`src/rtl/keyed_channel_history_store_core_defines.svh`:
```
// Assertion macros for the keyed channel history store.
// Included by the modules that carry assertions; expands to nothing in synthesis.
`ifndef KEYED_CHANNEL_HISTORY_STORE_CORE_DEFINES_SVH
`define KEYED_CHANNEL_HISTORY_STORE_CORE_DEFINES_SVH
`ifndef SYNTHESIS
`define KCHS_ASSERT(lbl, prop, msg) \
  lbl: assert property (@(posedge clk) disable iff (!rst_n) prop) else $error(msg);
`define KCHS_ASSERT_ALWAYS(lbl, prop, msg) \
  lbl: assert property (@(posedge clk) prop) else $error(msg);
`else
`define KCHS_ASSERT(lbl, prop, msg)
`define KCHS_ASSERT_ALWAYS(lbl, prop, msg)
`endif
`endif

```
`src/rtl/kchs_pkg.sv`:
```
// Shared constants, types and ring arithmetic for the keyed channel history store.
// No dependencies.
package kchs_pkg;

  localparam int CHANNELS    = 8;
  localparam int RING_DEPTH  = 32;
  localparam int KEY_BYTES   = 8;
  localparam int MAX_RESULTS = 32;

  localparam int SLOT_W     = (CHANNELS > 1) ? $clog2(CHANNELS) : 1;
  localparam int POS_W      = $clog2(RING_DEPTH);
  localparam int FILL_W     = $clog2(RING_DEPTH + 1);
  localparam int CNT_W      = 6;
  localparam int CHCNT_W    = $clog2(CHANNELS + 1);
  localparam int CMP_A_W    = (FILL_W > CHCNT_W) ? FILL_W : CHCNT_W;
  localparam int CMP_W      = (CMP_A_W > CNT_W) ? CMP_A_W : CNT_W;
  localparam int HIST_DEPTH = CHANNELS * RING_DEPTH;
  localparam int ADDR_W     = $clog2(HIST_DEPTH);

  localparam logic [63:0] KEY_MASK =
    (KEY_BYTES >= 8) ? {64{1'b1}} : ((64'd1 << (8 * KEY_BYTES)) - 64'd1);

  localparam logic STATUS_DATA = 1'b0;
  localparam logic STATUS_NONE = 1'b1;

  typedef enum logic [1:0] {
    KIND_PUBLISH = 2'd0,
    KIND_LATEST  = 2'd1,
    KIND_HISTORY = 2'd2,
    KIND_LIST    = 2'd3
  } kind_t;

  typedef struct packed {
    kind_t       kind;
    logic [63:0] channel_key;
    logic [63:0] unit_code;
    logic [31:0] sample_bits;
    logic [62:0] time_stamp;
    logic [5:0]  max_count;
  } req_t;

  typedef struct packed {
    logic        status;
    logic [63:0] out_key;
    logic [63:0] out_unit;
    logic [31:0] out_value;
    logic [62:0] out_time;
    logic        last;
  } res_t;

  typedef struct packed {
    logic [31:0] value;
    logic [63:0] unit;
    logic [62:0] stamp;
  } hist_entry_t;

  typedef struct packed {
    logic              we;
    logic [ADDR_W-1:0] waddr;
    hist_entry_t       wdata;
    logic              re;
    logic [ADDR_W-1:0] raddr;
  } ram_req_t;

  typedef struct packed {
    logic              we;
    logic              claim;
    logic [SLOT_W-1:0] slot;
    logic [63:0]       key;
    logic [63:0]       unit;
  } slot_upd_t;

  typedef struct packed {
    logic              used;
    logic [63:0]       key;
    logic [63:0]       unit;
    logic [POS_W-1:0]  head;
    logic [FILL_W-1:0] fill;
  } slot_view_t;

  function automatic logic [POS_W-1:0] pos_next(logic [POS_W-1:0] pos);
    return (pos == POS_W'(RING_DEPTH - 1)) ? '0 : pos + POS_W'(1);
  endfunction

  function automatic logic [POS_W-1:0] pos_prev(logic [POS_W-1:0] pos);
    return (pos == '0) ? POS_W'(RING_DEPTH - 1) : pos - POS_W'(1);
  endfunction

  function automatic logic [POS_W-1:0] pos_oldest(logic [POS_W-1:0] head,
                                                  logic [FILL_W-1:0] fill);
    logic [POS_W:0] s;
    s = (POS_W + 1)'(head) + (POS_W + 1)'(RING_DEPTH) - (POS_W + 1)'(fill);
    if (s >= (POS_W + 1)'(RING_DEPTH)) begin
      s = s - (POS_W + 1)'(RING_DEPTH);
    end
    return s[POS_W-1:0];
  endfunction

  function automatic logic [ADDR_W-1:0] hist_addr(logic [SLOT_W-1:0] slot,
                                                  logic [POS_W-1:0] pos);
    return ADDR_W'(ADDR_W'(slot) * ADDR_W'(RING_DEPTH) + ADDR_W'(pos));
  endfunction

endpackage

```
`src/rtl/kchs_slot_table.sv`:
```
// Channel slot table: used flags, keys, units, ring head and fill per slot.
// Depends on kchs_pkg.
module kchs_slot_table (
  input  logic                        clk,
  input  logic                        rst_n,
  input  kchs_pkg::slot_upd_t         upd,
  input  logic [kchs_pkg::SLOT_W-1:0] rd_slot,
  output kchs_pkg::slot_view_t        view,
  output logic [kchs_pkg::CHANNELS-1:0] used_vec
);
  import kchs_pkg::*;

  logic [CHANNELS-1:0] used_r;
  logic [63:0]         key_r  [CHANNELS];
  logic [63:0]         unit_r [CHANNELS];
  logic [POS_W-1:0]    head_r [CHANNELS];
  logic [FILL_W-1:0]   fill_r [CHANNELS];

  logic [POS_W-1:0]  head_nxt;
  logic [FILL_W-1:0] fill_nxt;

  always_comb begin
    if (upd.claim) begin
      head_nxt = pos_next('0);
      fill_nxt = FILL_W'(1);
    end else begin
      head_nxt = pos_next(head_r[upd.slot]);
      fill_nxt = (fill_r[upd.slot] == FILL_W'(RING_DEPTH)) ?
                 fill_r[upd.slot] : fill_r[upd.slot] + FILL_W'(1);
    end
  end

  always_ff @(posedge clk) begin
    if (!rst_n) begin
      used_r <= '0;
      for (int i = 0; i < CHANNELS; i++) begin
        head_r[i] <= '0;
        fill_r[i] <= '0;
      end
    end else if (upd.we) begin
      used_r[upd.slot] <= 1'b1;
      head_r[upd.slot] <= head_nxt;
      fill_r[upd.slot] <= fill_nxt;
    end
  end

  always_ff @(posedge clk) begin
    if (upd.we) begin
      unit_r[upd.slot] <= upd.unit;
      if (upd.claim) begin
        key_r[upd.slot] <= upd.key;
      end
    end
  end

  assign view.used = used_r[rd_slot];
  assign view.key  = key_r[rd_slot];
  assign view.unit = unit_r[rd_slot];
  assign view.head = head_r[rd_slot];
  assign view.fill = fill_r[rd_slot];
  assign used_vec  = used_r;

endmodule

```
`config.mk`:
```
export PLATFORM = sky130hd
export DESIGN_NAME = kchs_slot_table
export DESIGN_NICKNAME = d
export VERILOG_FILES = /design/src/rtl/keyed_channel_history_store_core_defines.svh /design/src/rtl/kchs_pkg.sv /design/src/rtl/kchs_slot_table.sv
export SDC_FILE = /design/constraint.sdc
export NUM_CORES = 1
export LEC_CHECK = 0
export BUFFER_PORTS_ARGS = -buffer_cell sky130_fd_sc_hd__buf_4
export CORE_ASPECT_RATIO = 1.4
export CORE_MARGIN = 4
export CORE_UTILIZATION = 50
export CTS_CLUSTER_SIZE = 24
export DETAILED_ROUTE_END_ITERATION = 10
export PLACE_DENSITY = 0.75
export SLEW_MARGIN = 15
export SYNTH_ARGS = -nofsm -noshare
export SYNTH_HDL_FRONTEND = slang
export SYNTH_SLANG_ARGS = --single-unit
```
`constraint.sdc`:
```
create_clock -name clk -period 15.1 [get_ports clk]
set_input_delay 3.02 -clock clk [delete_from_list [all_inputs] [get_ports clk]]
set_output_delay 3.02 -clock clk [all_outputs]
set_load 0.005 [all_outputs]
```
==> flow_summary.toml <==
[route]
drt_wl_total_mm = 95.0
wire_per_inst_um = 27.2
vias = 20500
drc_errors = 0
viasPerCell = 5.87
drt_first_pass_iters = 7
drtIter0Drc = 1873
ant_nets = 0

[place]
port_buffers = 285
gp_congestion = 0.827
place_area_um2 = 47300
dpl.hpwl_mm = 53.6

[final_layout]
multi_input_area_um2 = 9770
ff_latch_area_um2 = 33600
syn2layout_area_growth_pct = 16.0
fin_area_um2 = 50700
nets = 2375
final_util_pct = 58.4
drive_gt1_share_pct = 41.5
n_fill_cell = 6163

[yosys]
synth_xor_area_share_pct = 0.149
synth_mux_area_share_pct = 19.1
synth-simple-area-share_pct = 2.11
ys_ff_latch = 1120
ys_seq_area_share_pct = 76.8
synth-edff-count = 1112
synth_fa_ha_area_share_pct = 0.115
synth_nets = 2045
synth-compound-area-share_pct = 0.676
yosys_warnings = 0
async_flop_share_pct = 0
syn_area_um2 = 43700
synth_area_per_cell_um2 = 23.0
ys_types = 60
syn_inst = 1903
synth_top_family_by_area = "multiplexers"
synth_top_flop_cell = "edfxtp_1"

[power]
combPwrFrac_pct = 6.8
power_frac_seq_pct = 53.8
p_int_w = 0.00519
total_leakage_power_nw = 16.5
p_per_area_nw_per_um2 = 129
vdd_drop_max_uv = 108
p_sw_w = 0.00137
p_sw_share_pct = 21.0
clock_power_share_pct = 39.4

[global_routing]
track_usage_pct = 20.7
grt_max_degree = 163
grt_pass1_vias = 22100
use_met2_pct = 35.9
use_met3_pct = 4.35
grt_antenna_before_repair = 8
overflow = 0
grt_pass1_wl_mm = 142
grt_busiest_layer = "met2"
use_met1_pct = 26.9

[worst_setup_path]
cp_data_arrival_time_ns = 6.43
setup.worst_path.class = "input pin to primary output"
crit_slowest_cell = "buf_4"
rr_worst_depth = 7
cpPeakStageDelay_ns = 0.89
r2r_slack_ns = 12.18
r2r-end = "fill_r[7][0]"
critPathLaunchType = "input pin"
critPathCaptureType = "primary output"
r2r-start = "fill_r[7][0]"
cp_common_cell = "buf_4"
cpLargestDelayFamily = "buffers and inverters"
worstPathRequired_ns = 12.08
path_cells = "buf_8 -> buf_4 -> buf_4 -> mux4_2 -> mux2_2 -> buf_4"
crit_buf_inv = 4
crit_fanout = 67

[clocking]
cts.clk_slew.worst_paths_ns = 0.06
clock-sinks = 1120
cts_hold_buf = 0
clk_latency_ns = 0.66
clock_path_buffers = 3
ctsResizeCount = 0
post_cts_buffers = 0
cts_root_buf = "clkbuf_16"
htree_levels = 3
cts_tree = "built"
cts_buffers = 102

[timing]
tightest_slew_ns = 1.35
slew_viol_final = 0
finClkSkew_ns = 0.0160
hold_viol_final = 0
setup_violations = 0
rsz0062_at_grt = "false"
setup-tns-final_ns = 0
min_period_ns = 9.45
period_share_pct = 62.6
fmax_mhz = 106
relSlewSlack_pct = 10.1

[floorplanning]
die-width_um = 258
coreArea_um2 = 86800
ioPinCount = 286
die_h_um = 358
initial_utilization_pct = 50.3
die-area_um2 = 92300
rows = 128

[run_status]
status = "completed"

[job]
drv_cap = 0

[hold_path]
min_to = "used_vec[7]"
hold_depth = 2
min_from = "used_vec[7]"
hp-class = "flop to flop"
state kept, by name, indices dropped and copies added, names as in the netlist:
name      count
fill_r       48
head_r       40
key_r       512
unit_r      512
used_vec      8
cell type report:
class	count	share of cell area (%)
inverter	5	0.0370
clock inverter	70	1.41
clock buffer	119	5.32
sequential	1120	66.2
antenna	4	0.0197
timing repair buffer	324	4.90
tap	1170	2.89
multi-input combinational	680	19.3
cells in the mapped netlist (5+ instances only):
cell,count,area share (%)
nor3_1,19,0.22
nand2b_1,7,0.10
o21ai_0,12,0.14
and3_1,8,0.11
and2_1,6,0.086
or2_2,8,0.11
edfxtp_1,1112,76
mux2i_1,11,0.25
clkbuf_1,51,0.44
buf_2,23,0.26
buf_4,5,0.086
nand2_1,37,0.32
nor4_1,8,0.11
buf_1,14,0.12
dfxtp_1,8,0.37
nor2_1,76,0.65
mux2_2,148,3.8
mux4_2,286,15
how the worst max path moves through the flow:
| stage | endpoint | startpoint | cells after the start |
|---|---|---|---|
| 5_1_grt | view[34] | rd_slot[0] | 6 |
| 6_report | view[62] | rd_slot[0] | 6 |
| 3_3_place_gp | view[62] | rd_slot[0] | 6 |
| 2_1_floorplan | key_r[2][0] | upd[128] | 7 |
| 4_1_cts | view[62] | rd_slot[0] | 6 |
| 3_5_place_dp | view[62] | rd_slot[0] | 6 |
stage by stage:
| stage | hold WS [ns] | instances | setup WS [ns] | power (W) |
|---|---|---|---|---|
| floorplan | 0.449 | 1903 | 6.35 | 0.00384 |
| global placement | 0.454 | 3298 | 5.51 | 0.00403 |
| detailed placement | 0.453 | 3299 | 5.48 | 0.00405 |
| CTS | 0.470 | 3488 | 5.47 | 0.00663 |
| global route | 0.479 | 3490 | 5.20 | 0.00680 |
| finish | 0.468 | 3492 | 5.65 | 0.00656 |
power by group through the flow:
stage	combinational [W]	sequential, W	clock [W]
2_1_floorplan	0.000246	0.00359	0
3_3_place_gp	0.000438	0.00359	0
3_5_place_dp	0.000449	0.00360	0
4_1_cts	0.000451	0.00353	0.00265
5_1_grt	0.000476	0.00354	0.00278
6_report	0.000444	0.00353	0.00259
worst min-delay path: stages (launching register included):
cell,delay (ns)
dfxtp_1,0.32
nand2_1,0.06
nand2_1,0.04
kinds of logic (layout without fill, tap and decap cells):
kind of cell / after synthesis / count (layout)
AOI/OAI and AO/OA: 34 / 34
xor gates and xnor gates: 4 / 4
adders and majority gates: 4 / 4
buffers and inverters: 103 / 518
DFF: 1120 / 1120
muxes: 450 / 450
other: 0 / 4
and+or+nand+nor: 188 / 188
cell usage in the layout, fill, tap and decap left out, types with 9 or more instances in the layout:
cell	synthesis	layout
nand2_1	37	37
edfxtp_1	1112	1112
clkbuf_1	51	10
bufinv_16	0	10
clkbuf_16	0	103
nor2_4	1	9
nor2_1	76	68
mux4_2	286	286
nor3_1	19	19
mux2_2	148	148
clkinv_1	0	23
buf_4	5	319
o21ai_0	12	12
clkinv_2	0	19
clkinvlp_4	0	9
mux2i_1	11	11
layer usage:
metal | vias up | share of wire [%]
met5 | - | 0.063
met4 | 8 | 2.1
met3 | 143 | 6.9
met2 | 738 | 52
met1 | 10900 | 39
li1 | 8675 | -
(Power assumes the default switching activity.)
