**src/rtl/keyed_channel_history_store_core_defines.svh**
```systemverilog
// Assertion macros for the keyed channel history store.
// Included by the modules that carry assertions; expands to nothing in synthesis.
`ifndef KEYED_CHANNEL_HISTORY_STORE_CORE_DEFINES_SVH
`define KEYED_CHANNEL_HISTORY_STORE_CORE_DEFINES_SVH
`ifndef SYNTHESIS
`define KCHS_ASSERT(lbl, prop, msg) \
  lbl: assert property (@(posedge clk) disable iff (!rst_n) prop) else $error(msg);
`define KCHS_ASSERT_ALWAYS(lbl, prop, msg) \
  lbl: assert property (@(posedge clk) prop) else $error(msg);
`else
`define KCHS_ASSERT(lbl, prop, msg)
`define KCHS_ASSERT_ALWAYS(lbl, prop, msg)
`endif
`endif

```
**src/rtl/kchs_pkg.sv**
```systemverilog
// Shared constants, types and ring arithmetic for the keyed channel history store.
// No dependencies.
package kchs_pkg;

  localparam int CHANNELS    = 8;
  localparam int RING_DEPTH  = 32;
  localparam int KEY_BYTES   = 8;
  localparam int MAX_RESULTS = 32;

  localparam int SLOT_W     = (CHANNELS > 1) ? $clog2(CHANNELS) : 1;
  localparam int POS_W      = $clog2(RING_DEPTH);
  localparam int FILL_W     = $clog2(RING_DEPTH + 1);
  localparam int CNT_W      = 6;
  localparam int CHCNT_W    = $clog2(CHANNELS + 1);
  localparam int CMP_A_W    = (FILL_W > CHCNT_W) ? FILL_W : CHCNT_W;
  localparam int CMP_W      = (CMP_A_W > CNT_W) ? CMP_A_W : CNT_W;
  localparam int HIST_DEPTH = CHANNELS * RING_DEPTH;
  localparam int ADDR_W     = $clog2(HIST_DEPTH);

  localparam logic [63:0] KEY_MASK =
    (KEY_BYTES >= 8) ? {64{1'b1}} : ((64'd1 << (8 * KEY_BYTES)) - 64'd1);

  localparam logic STATUS_DATA = 1'b0;
  localparam logic STATUS_NONE = 1'b1;

  typedef enum logic [1:0] {
    KIND_PUBLISH = 2'd0,
    KIND_LATEST  = 2'd1,
    KIND_HISTORY = 2'd2,
    KIND_LIST    = 2'd3
  } kind_t;

  typedef struct packed {
    kind_t       kind;
    logic [63:0] channel_key;
    logic [63:0] unit_code;
    logic [31:0] sample_bits;
    logic [62:0] time_stamp;
    logic [5:0]  max_count;
  } req_t;

  typedef struct packed {
    logic        status;
    logic [63:0] out_key;
    logic [63:0] out_unit;
    logic [31:0] out_value;
    logic [62:0] out_time;
    logic        last;
  } res_t;

  typedef struct packed {
    logic [31:0] value;
    logic [63:0] unit;
    logic [62:0] stamp;
  } hist_entry_t;

  typedef struct packed {
    logic              we;
    logic [ADDR_W-1:0] waddr;
    hist_entry_t       wdata;
    logic              re;
    logic [ADDR_W-1:0] raddr;
  } ram_req_t;

  typedef struct packed {
    logic              we;
    logic              claim;
    logic [SLOT_W-1:0] slot;
    logic [63:0]       key;
    logic [63:0]       unit;
  } slot_upd_t;

  typedef struct packed {
    logic              used;
    logic [63:0]       key;
    logic [63:0]       unit;
    logic [POS_W-1:0]  head;
    logic [FILL_W-1:0] fill;
  } slot_view_t;

  function automatic logic [POS_W-1:0] pos_next(logic [POS_W-1:0] pos);
    return (pos == POS_W'(RING_DEPTH - 1)) ? '0 : pos + POS_W'(1);
  endfunction

  function automatic logic [POS_W-1:0] pos_prev(logic [POS_W-1:0] pos);
    return (pos == '0) ? POS_W'(RING_DEPTH - 1) : pos - POS_W'(1);
  endfunction

  function automatic logic [POS_W-1:0] pos_oldest(logic [POS_W-1:0] head,
                                                  logic [FILL_W-1:0] fill);
    logic [POS_W:0] s;
    s = (POS_W + 1)'(head) + (POS_W + 1)'(RING_DEPTH) - (POS_W + 1)'(fill);
    if (s >= (POS_W + 1)'(RING_DEPTH)) begin
      s = s - (POS_W + 1)'(RING_DEPTH);
    end
    return s[POS_W-1:0];
  endfunction

  function automatic logic [ADDR_W-1:0] hist_addr(logic [SLOT_W-1:0] slot,
                                                  logic [POS_W-1:0] pos);
    return ADDR_W'(ADDR_W'(slot) * ADDR_W'(RING_DEPTH) + ADDR_W'(pos));
  endfunction

endpackage

```
**src/rtl/kchs_ctrl.sv**
```systemverilog
// Request sequencer: one shared key comparator stepped over the slots, ring
// addressing and result streaming. Depends on kchs_pkg and the defines header.
`include "keyed_channel_history_store_core_defines.svh"
module kchs_ctrl (
  input  logic                          clk,
  input  logic                          rst_n,
  input  logic                          start,
  input  kchs_pkg::req_t                req,
  output logic                          busy,
  input  kchs_pkg::slot_view_t          view,
  input  logic [kchs_pkg::CHANNELS-1:0] used_vec,
  output logic [kchs_pkg::SLOT_W-1:0]   rd_slot,
  output kchs_pkg::slot_upd_t           upd,
  output kchs_pkg::ram_req_t            ram,
  input  kchs_pkg::hist_entry_t         ram_rdata,
  output logic                          out_strobe,
  output kchs_pkg::res_t                out_res
);
  import kchs_pkg::*;

  typedef enum logic [6:0] {
    S_IDLE  = 7'b0000001,
    S_SCAN  = 7'b0000010,
    S_WRITE = 7'b0000100,
    S_EMIT  = 7'b0001000,
    S_LIST  = 7'b0010000,
    S_LEMIT = 7'b0100000,
    S_EMPTY = 7'b1000000
  } state_t;

  state_t            state_r, state_nxt;
  req_t              req_r, req_nxt;
  logic [SLOT_W-1:0] idx_r, idx_nxt;
  logic [SLOT_W-1:0] slot_r, slot_nxt;
  logic              claim_r, claim_nxt;
  logic              free_ok_r, free_ok_nxt;
  logic [SLOT_W-1:0] free_slot_r, free_slot_nxt;
  logic [POS_W-1:0]  pos_r, pos_nxt;
  logic [CNT_W-1:0]  j_r, j_nxt;
  logic [CNT_W-1:0]  cnt_r, cnt_nxt;
  logic              fzero_r, fzero_nxt;
  logic              out_strobe_r;
  res_t              out_res_r;

  logic              emit_v;
  res_t              emit_res;
  logic [63:0]       key_in;
  logic [CNT_W-1:0]  maxc_in;
  logic [CMP_W-1:0]  used_cnt;
  logic [CMP_W-1:0]  total_w;
  logic [CMP_W-1:0]  hist_w;
  logic              match;
  logic              free_now;
  logic              last_v;
  logic [POS_W-1:0]  pos_tmp;

  always_comb begin
    key_in   = req.channel_key & KEY_MASK;
    maxc_in  = (req.max_count > CNT_W'(MAX_RESULTS)) ? CNT_W'(MAX_RESULTS) : req.max_count;
    used_cnt = CMP_W'($countones(used_vec));
    total_w  = (used_cnt < CMP_W'(maxc_in)) ? used_cnt : CMP_W'(maxc_in);
    hist_w   = (CMP_W'(view.fill) < CMP_W'(req_r.max_count)) ?
               CMP_W'(view.fill) : CMP_W'(req_r.max_count);
    match    = view.used && (view.key == req_r.channel_key);
    free_now = free_ok_r || !view.used;
    last_v   = ((j_r + CNT_W'(1)) == cnt_r);
    pos_tmp  = '0;

    state_nxt     = state_r;
    req_nxt       = req_r;
    idx_nxt       = idx_r;
    slot_nxt      = slot_r;
    claim_nxt     = claim_r;
    free_ok_nxt   = free_ok_r;
    free_slot_nxt = free_slot_r;
    pos_nxt       = pos_r;
    j_nxt         = j_r;
    cnt_nxt       = cnt_r;
    fzero_nxt     = fzero_r;
    rd_slot       = slot_r;
    upd           = '0;
    ram           = '0;
    emit_v        = 1'b0;
    emit_res      = '0;

    unique case (state_r)
      S_IDLE: begin
        if (start) begin
          req_nxt             = req;
          req_nxt.channel_key = key_in;
          req_nxt.max_count   = maxc_in;
          idx_nxt             = '0;
          free_ok_nxt         = 1'b0;
          j_nxt               = '0;
          cnt_nxt             = total_w[CNT_W-1:0];
          if (req.kind == KIND_LIST) begin
            state_nxt = (total_w == '0) ? S_EMPTY : S_LIST;
          end else if (key_in == '0) begin
            state_nxt = (req.kind == KIND_PUBLISH) ? S_IDLE : S_EMPTY;
          end else begin
            state_nxt = S_SCAN;
          end
        end
      end
      S_SCAN: begin
        rd_slot = idx_r;
        if (match) begin
          slot_nxt = idx_r;
          unique case (req_r.kind)
            KIND_PUBLISH: begin
              claim_nxt = 1'b0;
              state_nxt = S_WRITE;
            end
            KIND_LATEST: begin
              if (view.fill == '0) begin
                state_nxt = S_EMPTY;
              end else begin
                ram.re    = 1'b1;
                ram.raddr = hist_addr(idx_r, pos_prev(view.head));
                j_nxt     = '0;
                cnt_nxt   = CNT_W'(1);
                state_nxt = S_EMIT;
              end
            end
            KIND_HISTORY: begin
              if (hist_w == '0) begin
                state_nxt = S_EMPTY;
              end else begin
                pos_tmp   = pos_oldest(view.head, view.fill);
                ram.re    = 1'b1;
                ram.raddr = hist_addr(idx_r, pos_tmp);
                pos_nxt   = pos_tmp;
                j_nxt     = '0;
                cnt_nxt   = hist_w[CNT_W-1:0];
                state_nxt = S_EMIT;
              end
            end
            KIND_LIST: state_nxt = S_EMPTY;
          endcase
        end else if (idx_r == SLOT_W'(CHANNELS - 1)) begin
          if (req_r.kind == KIND_PUBLISH) begin
            if (free_now) begin
              slot_nxt  = free_ok_r ? free_slot_r : idx_r;
              claim_nxt = 1'b1;
              state_nxt = S_WRITE;
            end else begin
              state_nxt = S_IDLE;
            end
          end else begin
            state_nxt = S_EMPTY;
          end
        end else begin
          idx_nxt = idx_r + SLOT_W'(1);
          if (!free_ok_r && !view.used) begin
            free_ok_nxt   = 1'b1;
            free_slot_nxt = idx_r;
          end
        end
      end
      S_WRITE: begin
        upd.we          = 1'b1;
        upd.claim       = claim_r;
        upd.slot        = slot_r;
        upd.key         = req_r.channel_key;
        upd.unit        = req_r.unit_code;
        pos_tmp         = claim_r ? '0 : view.head;
        ram.we          = 1'b1;
        ram.waddr       = hist_addr(slot_r, pos_tmp);
        ram.wdata.value = req_r.sample_bits;
        ram.wdata.unit  = req_r.unit_code;
        ram.wdata.stamp = req_r.time_stamp;
        state_nxt       = S_IDLE;
      end
      S_EMIT: begin
        emit_v             = 1'b1;
        emit_res.status    = STATUS_DATA;
        emit_res.out_key   = req_r.channel_key;
        emit_res.out_unit  = ram_rdata.unit;
        emit_res.out_value = ram_rdata.value;
        emit_res.out_time  = ram_rdata.stamp;
        emit_res.last      = last_v;
        if (last_v) begin
          state_nxt = S_IDLE;
        end else begin
          pos_tmp   = pos_next(pos_r);
          pos_nxt   = pos_tmp;
          ram.re    = 1'b1;
          ram.raddr = hist_addr(slot_r, pos_tmp);
          j_nxt     = j_r + CNT_W'(1);
        end
      end
      S_LIST: begin
        rd_slot = idx_r;
        if (view.used) begin
          ram.re    = 1'b1;
          ram.raddr = hist_addr(idx_r, pos_prev(view.head));
          fzero_nxt = (view.fill == '0);
          state_nxt = S_LEMIT;
        end else begin
          idx_nxt = idx_r + SLOT_W'(1);
        end
      end
      S_LEMIT: begin
        rd_slot            = idx_r;
        emit_v             = 1'b1;
        emit_res.status    = STATUS_DATA;
        emit_res.out_key   = view.key;
        emit_res.out_unit  = view.unit;
        emit_res.out_value = fzero_r ? '0 : ram_rdata.value;
        emit_res.out_time  = fzero_r ? '0 : ram_rdata.stamp;
        emit_res.last      = last_v;
        j_nxt              = j_r + CNT_W'(1);
        idx_nxt            = idx_r + SLOT_W'(1);
        state_nxt          = last_v ? S_IDLE : S_LIST;
      end
      S_EMPTY: begin
        emit_v          = 1'b1;
        emit_res.status = STATUS_NONE;
        emit_res.last   = 1'b1;
        state_nxt       = S_IDLE;
      end
      default: state_nxt = S_IDLE;
    endcase
  end

  always_ff @(posedge clk) begin
    if (!rst_n) begin
      state_r      <= S_IDLE;
      out_strobe_r <= 1'b0;
    end else begin
      state_r      <= state_nxt;
      out_strobe_r <= emit_v;
    end
  end

  always_ff @(posedge clk) begin
    req_r       <= req_nxt;
    idx_r       <= idx_nxt;
    slot_r      <= slot_nxt;
    claim_r     <= claim_nxt;
    free_ok_r   <= free_ok_nxt;
    free_slot_r <= free_slot_nxt;
    pos_r       <= pos_nxt;
    j_r         <= j_nxt;
    cnt_r       <= cnt_nxt;
    fzero_r     <= fzero_nxt;
    if (emit_v) begin
      out_res_r <= emit_res;
    end
  end

  assign busy       = (state_r != S_IDLE);
  assign out_strobe = out_strobe_r;
  assign out_res    = out_res_r;

  `KCHS_ASSERT(a_query_busy, (start && !busy && req.kind != KIND_PUBLISH) |=> busy, "query not taken")
  `KCHS_ASSERT(a_none_last, (out_strobe_r && out_res_r.status == STATUS_NONE) |-> out_res_r.last, "empty reply not last")
  `KCHS_ASSERT(a_gap_after_last, (out_strobe_r && out_res_r.last) |=> !out_strobe_r, "result after last")
  `KCHS_ASSERT(a_claim_free, (upd.we && upd.claim) |-> !used_vec[upd.slot], "claimed a used slot")
  `KCHS_ASSERT_ALWAYS(a_reset_idle, !rst_n |=> (state_r == S_IDLE && !out_strobe_r), "reset not idle")

endmodule

```
**config.mk**
```make
export PLATFORM = sky130hd
export DESIGN_NAME = kchs_ctrl
export DESIGN_NICKNAME = d
export VERILOG_FILES = /design/src/rtl/kchs_pkg.sv /design/src/rtl/kchs_ctrl.sv
export VERILOG_INCLUDE_DIRS = /design/src /design/src/rtl
export SDC_FILE = /design/constraint.sdc
export NUM_CORES = 1
export LEC_CHECK = 0
export ABC_AREA = 1
export BUFFER_PORTS_ARGS = -buffer_cell sky130_fd_sc_hd__buf_2
export CAP_MARGIN = 20
export CORE_AREA = 2 2 423 425
export DETAILED_ROUTE_END_ITERATION = 7
export DIE_AREA = 0 0 425 427
export HOLD_SLACK_MARGIN = 0.08
export SYNTH_ARGS = -nofsm -noshare
export SYNTH_HDL_FRONTEND = slang
export SYNTH_SLANG_ARGS = --single-unit
```
**constraint.sdc**
```tcl
create_clock -name clk -period 34.1 [get_ports clk]
set_input_delay 6.82 -clock clk [delete_from_list [all_inputs] [get_ports clk]]
set_output_delay 6.82 -clock clk [all_outputs]
set_load 0.02 [all_outputs]
```
==> results.toml, run 1 <==
[final_layout]
final_util_pct = 18.4
nFillCells = 19700
nets = 3829
drive_gt1_share_pct = 37.4
area_growth_pct = 42.7

[drt]
firstDrtPassIters = 5
drc_errors = 0
via_per_inst = 3.53
ant_nets = 0
routed_wl_mm = 118
via_count = 20100
drt-initial-drc-count = 1329
wl_per_cell_um = 20.7

[timing]
max_freq_ghz = 0.0614
clock_skew_ns = 0.0418
slew-limit-headroom_pct = 32.8
tightest_slew_ns = 1.01
timing.final.crit_share_pct = 47.8
rsz0062_at_grt = "false"
layout_setup_ws_ns = 17.81
hold_viol_final = 0
maxSlewViolCount = 0
finalSetupTns_ns = 0
setup-violations-final = 0
fin_crit_ns = 16.29

[logic_synthesis]
synthArstFlopShare_pct = 0
synthTopCellsByCount = "485 x edfxtp_1, 467 x inv_1, 456 x nor2_1"
synth-edff-count = 485
seq_area_frac_synth_pct = 64.3
avgSynthCellArea_um2 = 10.3
synth.most_common_cell = "edfxtp_1"
synth_area_leaders = "edfxtp_1 64%, inv_1 7.7%, nor2_1 7.5%, nand2_1 5.1%, a22o_1 2.4%"
ys_ff_latch = 493
synthFlopType = "edfxtp_1"
synth_cell_type_count = 49
synth.cell_area_um2 = 22900
synth_top_cell_area_share_pct = 63.6
syn-instance-count = 2231
syn_nets = 2802
synth_area_leader_cell = "edfxtp_1"
yosysWarnings = 0

[global_route]
grt_pass1_vias = 18600
grt_max_degree = 81
grt_first_pass_wirelength_mm = 151
track_usage_pct = 12.2
antenna_found_initial = 57
grtUsageMet2_pct = 21.4
groute.layer.met1.usage_pct = 12.7
busiest_layer = "met2"
met3_usage_pct = 3.97
grt-ovfl-total = 0

[setup_path]
worst-endpoint-arrival_ns = 9.47
crit_start = "view[125]"
crit_path_end_kind = "primary output"
reg2reg_from = "state_r[3]"
worstRegToRegCells = 10
path_cells = "buf_2, xnor2_1, nand3_1, or3_1, nor2_1, nand4_1, nor2_1, nand2_1, nand2_1, buf_2"
r2r_slack_ns = 28.18
path_max_fanout = 2
crit_required_ns = 27.28
rr_endpoint = "out_res[89]"
path_class = "primary input to primary output"
cp-start-kind = "primary input"
critPathMaxStageDelay_ns = 0.58
crit_path_top_delay_cell = "xnor2_1"

[clock_tree]
clk_pin_slew_ns = 0.06
cts_hold_buf = 0
cts_max_path_buffers = 3
clock-root-buffer = "clkbuf_16"
cts_inserted_buffers = 61
post-cts-setup-buffers = 0
cts_sinks = 493
cts_repair_resize_count = 0
cts_tree = "built"
worstSkewPairLatency_ns = 0.71
htreeDepth = 2

[floorplanning]
dieWidth_um = 425
coreArea_um2 = 177000
io_pins = 1081
die_area_um2 = 181000
die_height_um = 427
start_util_pct = 12.9
row_count = 155

[hold_path]
hold_start = "free_slot_r[2]"
min_delay_path_depth = 1
hold_end = "slot_r[2]"
min_path_type = "register to register"

[placement]
port_buffers = 1080
place_congestion = 0.949
place.detailed.hpwl_mm = 97.2
pre_cts_ws_ns = 17.46

[pwr]
ir_drop_v = 0.0000458
leakage_uw = 0.0157
p_per_area_nw_per_um2 = 59.7

[job]
drv_cap = 0

[outcome]
outcome = "finished, final reports clean"
==> cell usage in the layout (no fill, tap or decap), types with 19 or more instances in the layout <==
master | Yosys | routed
buf_2 | 30 | 1080
edfxtp_1 | 485 | 485
inv_1 | 467 | 466
nor2_1 | 456 | 455
nand2_1 | 310 | 308
a22o_1 | 64 | 64
o22ai_1 | 64 | 64
clkbuf_16 | 0 | 61
nand3_1 | 41 | 41
nand4_1 | 32 | 32
o21ai_0 | 27 | 27
ha_1 | 25 | 25
diode_2 | 0 | 23
buf_4 | 68 | 19
==> cells by family (layout without fill, tap and decap cells) <==
family | count (synthesis) | in the layout | share of synthesized area, %
compound gates | 184 | 184 | 5.60
xor+xnor | 20 | 20 | 0.765
fa+ha+maj | 30 | 30 | 1.80
buf+inv | 615 | 1694 | 11.5
flops | 493 | 493 | 64.3
mux | 3 | 3 | 0.147
other cells | 0 | 23 | 0
simple gates | 886 | 886 | 15.9
==> sequential cells by signal, indices dropped and copies added (netlist names), 3 cells and up <==
register	flops
slot_r	3
pos_r	5
free_slot_r	3
idx_r	3
state_r	7
req_r	231
out_res	225
j_r	6
cnt_r	6
==> final cells by class <==
cell class	instances	area, um2	share of cell area, %
sequential	493	14700	45.0
multi-input combinational	1123	5580	17.1
timing repair buffer	1099	5550	17.0
tap	2355	2950	9.01
inverter	480	1800	5.51
clock buffer	75	1580	4.83
clock inverter	40	464	1.42
antenna	23	57.6	0.176
==> per-layer routing <==
layer  up-vias  routed length [um]
met5         -                 339
met1      9536               40300
met2       985               59600
li1       9237                   -
met4        50                7020
met3       249               10700
==> through the flow <==
stage | hold slack (ns) | total power (uW) | instance area [um2] | std cells
floorplan | 0.494 | 1150 | 22900 | 2231
global placement | 0.528 | 1290 | 30600 | 5549
detailed placement | 0.541 | 1300 | 30600 | 5550
CTS | 0.556 | 1990 | 32600 | 5665
global route | 0.572 | 2060 | 32700 | 5679
finish | 0.556 | 1950 | 32700 | 5688
==> report_power, final <==
| group | leakage, uW | total, uW | internal, uW | switching, uW |
|---|---|---|---|---|
| logic | 0.0101 | 411 | 110 | 301 |
| registers | 0.00466 | 866 | 819 | 47.0 |
| clock network | 0.000975 | 674 | 384 | 290 |
==> worst max-delay path: cells and delay by family <==
kind / cells / cell delay [ns]
xor gates and xnor gates: 1 / 0.58
buffers and inverters: 2 / 0.30
and+or+nand+nor: 7 / 1.77
==> worst max path at each step <==
stage	endpoint	slack (ns)	cells after the start
floorplan	req_r[0]	16.93	2
global placement	ram[0]	17.41	10
detailed placement	ram[0]	17.46	10
CTS	ram[1]	17.45	10
global route	ram[1]	17.54	10
finish	ram[0]	17.81	10
No activity file was read; power rests on OpenSTA's default activity.
==> inputs of run 2 (changes only) <==
Clock period 34.1 ns to 15.1 ns, I/O delays scaled along.
==> run 2 against run 1 <==
Core utilization is essentially flat; routed wire length fell by 0.69%; critical path depth unchanged; register-to-register slack worse by 19 ns; highest routed layer unchanged.
==> results.toml, run 2 (synthesis gave the netlist of run 1 again) <==
[setup_path]
path_cells = "buf_2, xnor2_1, nand3_1, or3_1, nor2_1, nand4_1, nor2_1, nand2_1, nand2_1, buf_2"
path_class = "primary input to primary output"
crit_required_ns = 12.08
crit_path_top_delay_cell = "xnor2_1"
worstRegToRegCells = 10
critPathMaxStageDelay_ns = 0.59
crit_path_end_kind = "primary output"
worst-endpoint-arrival_ns = 5.68
path_max_fanout = 2
cp-start-kind = "primary input"

[drt]
via_per_inst = 3.52
ant_nets = 0
via_count = 20000
routed_wl_mm = 117
firstDrtPassIters = 5
drc_errors = 0
wl_per_cell_um = 20.6
drt-initial-drc-count = 1413

[timing]
slew-limit-headroom_pct = 32.0
maxSlewViolCount = 0
finalSetupTns_ns = 0
setup-violations-final = 0
timing.final.crit_share_pct = 57.6
fin_crit_ns = 8.70
tightest_slew_ns = 1.02
hold_viol_final = 0
clock_skew_ns = 0.0418
timing.hold.ws_ns = 0.562
rsz0062_at_grt = "false"
max_freq_ghz = 0.115

[global_route]
antenna_found_initial = 62
track_usage_pct = 12.1
grt_pass1_vias = 18700
grt-ovfl-total = 0
grt_first_pass_wirelength_mm = 151
grt_max_degree = 80

[final_layout]
final_common_cell = "buf_2"
nets = 3829
fin_cells = 5687
layout_common_cells = "1,080 x buf_2, 485 x edfxtp_1, 466 x inv_1"
largest_reg_flops = 231
drive_gt1_share_pct = 37.3
final_util_pct = 18.4
area_growth_pct = 42.5
postLayoutCellArea_um2 = 32600
regMostFlops = "req_r"
nFillCells = 19800

[pwr]
pwr-share-comb_pct = 21.4
clkPwrFrac_pct = 33.9
power_switching_uw = 1440
p_seq_share_pct = 44.7
ir_drop_v = 0.0000862
leakage_uw = 0.0157
p_int_uw = 2930
p_sw_share_pct = 32.9
p_per_area_nw_per_um2 = 134

[clock_tree]
clk_pin_slew_ns = 0.06
clock-root-buffer = "clkbuf_16"
cts_tree = "built"
cts_max_path_buffers = 3
cts_hold_buf = 0
worstSkewPairLatency_ns = 0.72
cts_sinks = 493
htreeDepth = 2
cts_inserted_buffers = 61
cts_repair_resize_count = 0
post-cts-setup-buffers = 0

[hold_path]
min_delay_path_depth = 1
min_path_type = "register to register"

[placement]
place_congestion = 0.959
port_buffers = 1080
post_dp_cell_area_um2 = 30600
place_inst = 5550
place.detailed.hpwl_mm = 96.8

[floorplanning]
coreArea_um2 = 177000
dieWidth_um = 425
row_count = 155
die_area_um2 = 181000
start_util_pct = 12.9
io_pins = 1081
die_height_um = 427

[outcome]
outcome = "finished, final reports clean"

[job]
drv_cap = 0
==> run 2: cell types whose count changed in the layout (fill, tap and decap cells not counted), sizes merged <==
cell	delta
bufinv	-2
clkbuf	-5
clkinvlp	+2
inv	+4
==> run 2: worst paths after layout <==
| kind | slack [ns] | from | to |
|---|---|---|---|
| min reg2reg | 0.56 | free_slot_r[2] | slot_r[2] |
| max | 6.40 | view[125] | ram[1] |
| max reg2reg | 9.49 | state_r[3] | out_res[60] |
| min | 0.56 | free_slot_r[2] | slot_r[2] |
==> run 2: power by group through the flow <==
| stage | sequential, uW | combinational, uW | clock, uW |
|---|---|---|---|
| floorplan | 2100 | 485 | 0 |
| global placement | 1970 | 934 | 0 |
| detailed placement | 1980 | 948 | 0 |
| CTS | 1950 | 952 | 1540 |
| global route | 1980 | 1030 | 1590 |
| finish | 1950 | 932 | 1480 |
==> run 2: metal layers <==
metal | routed length [um] | share of wire (%) | GRT usage, %
met5 | 301 | 0.26 | 0
met3 | 10500 | 9.0 | 3.57
met2 | 58200 | 50 | 21.1
met1 | 40300 | 34 | 12.9
met4 | 7710 | 6.6 | 7.51
==> run 2: cell type report <==
| type | instances | area, um2 | area share [%] |
|---|---|---|---|
| multi-input cells | 1123 | 5580 | 17.1 |
| clock buffers | 70 | 1560 | 4.78 |
| repair buffers | 1099 | 5550 | 17.0 |
| clock inverters | 44 | 425 | 1.30 |
| well taps | 2355 | 2950 | 9.03 |
| inverters | 480 | 1800 | 5.52 |
| flip-flops and latches | 493 | 14700 | 45.1 |
| diodes | 23 | 57.6 | 0.176 |
==> run 2: critical path: cells and delay by family <==
family                 cells  cell delay [ns]
buffers and inverters      2             0.29
XOR/XNOR                   1             0.59
AND/OR/NAND/NOR            7             1.75
==> run 2: metrics by stage <==
stage	power [uW]	worst slack [ns]
after global routing	4600	6.12
final	4360	6.40
after CTS	4450	6.08
after floorplan	2590	1.73
after global placement	2910	5.99
after detailed placement	2930	6.09
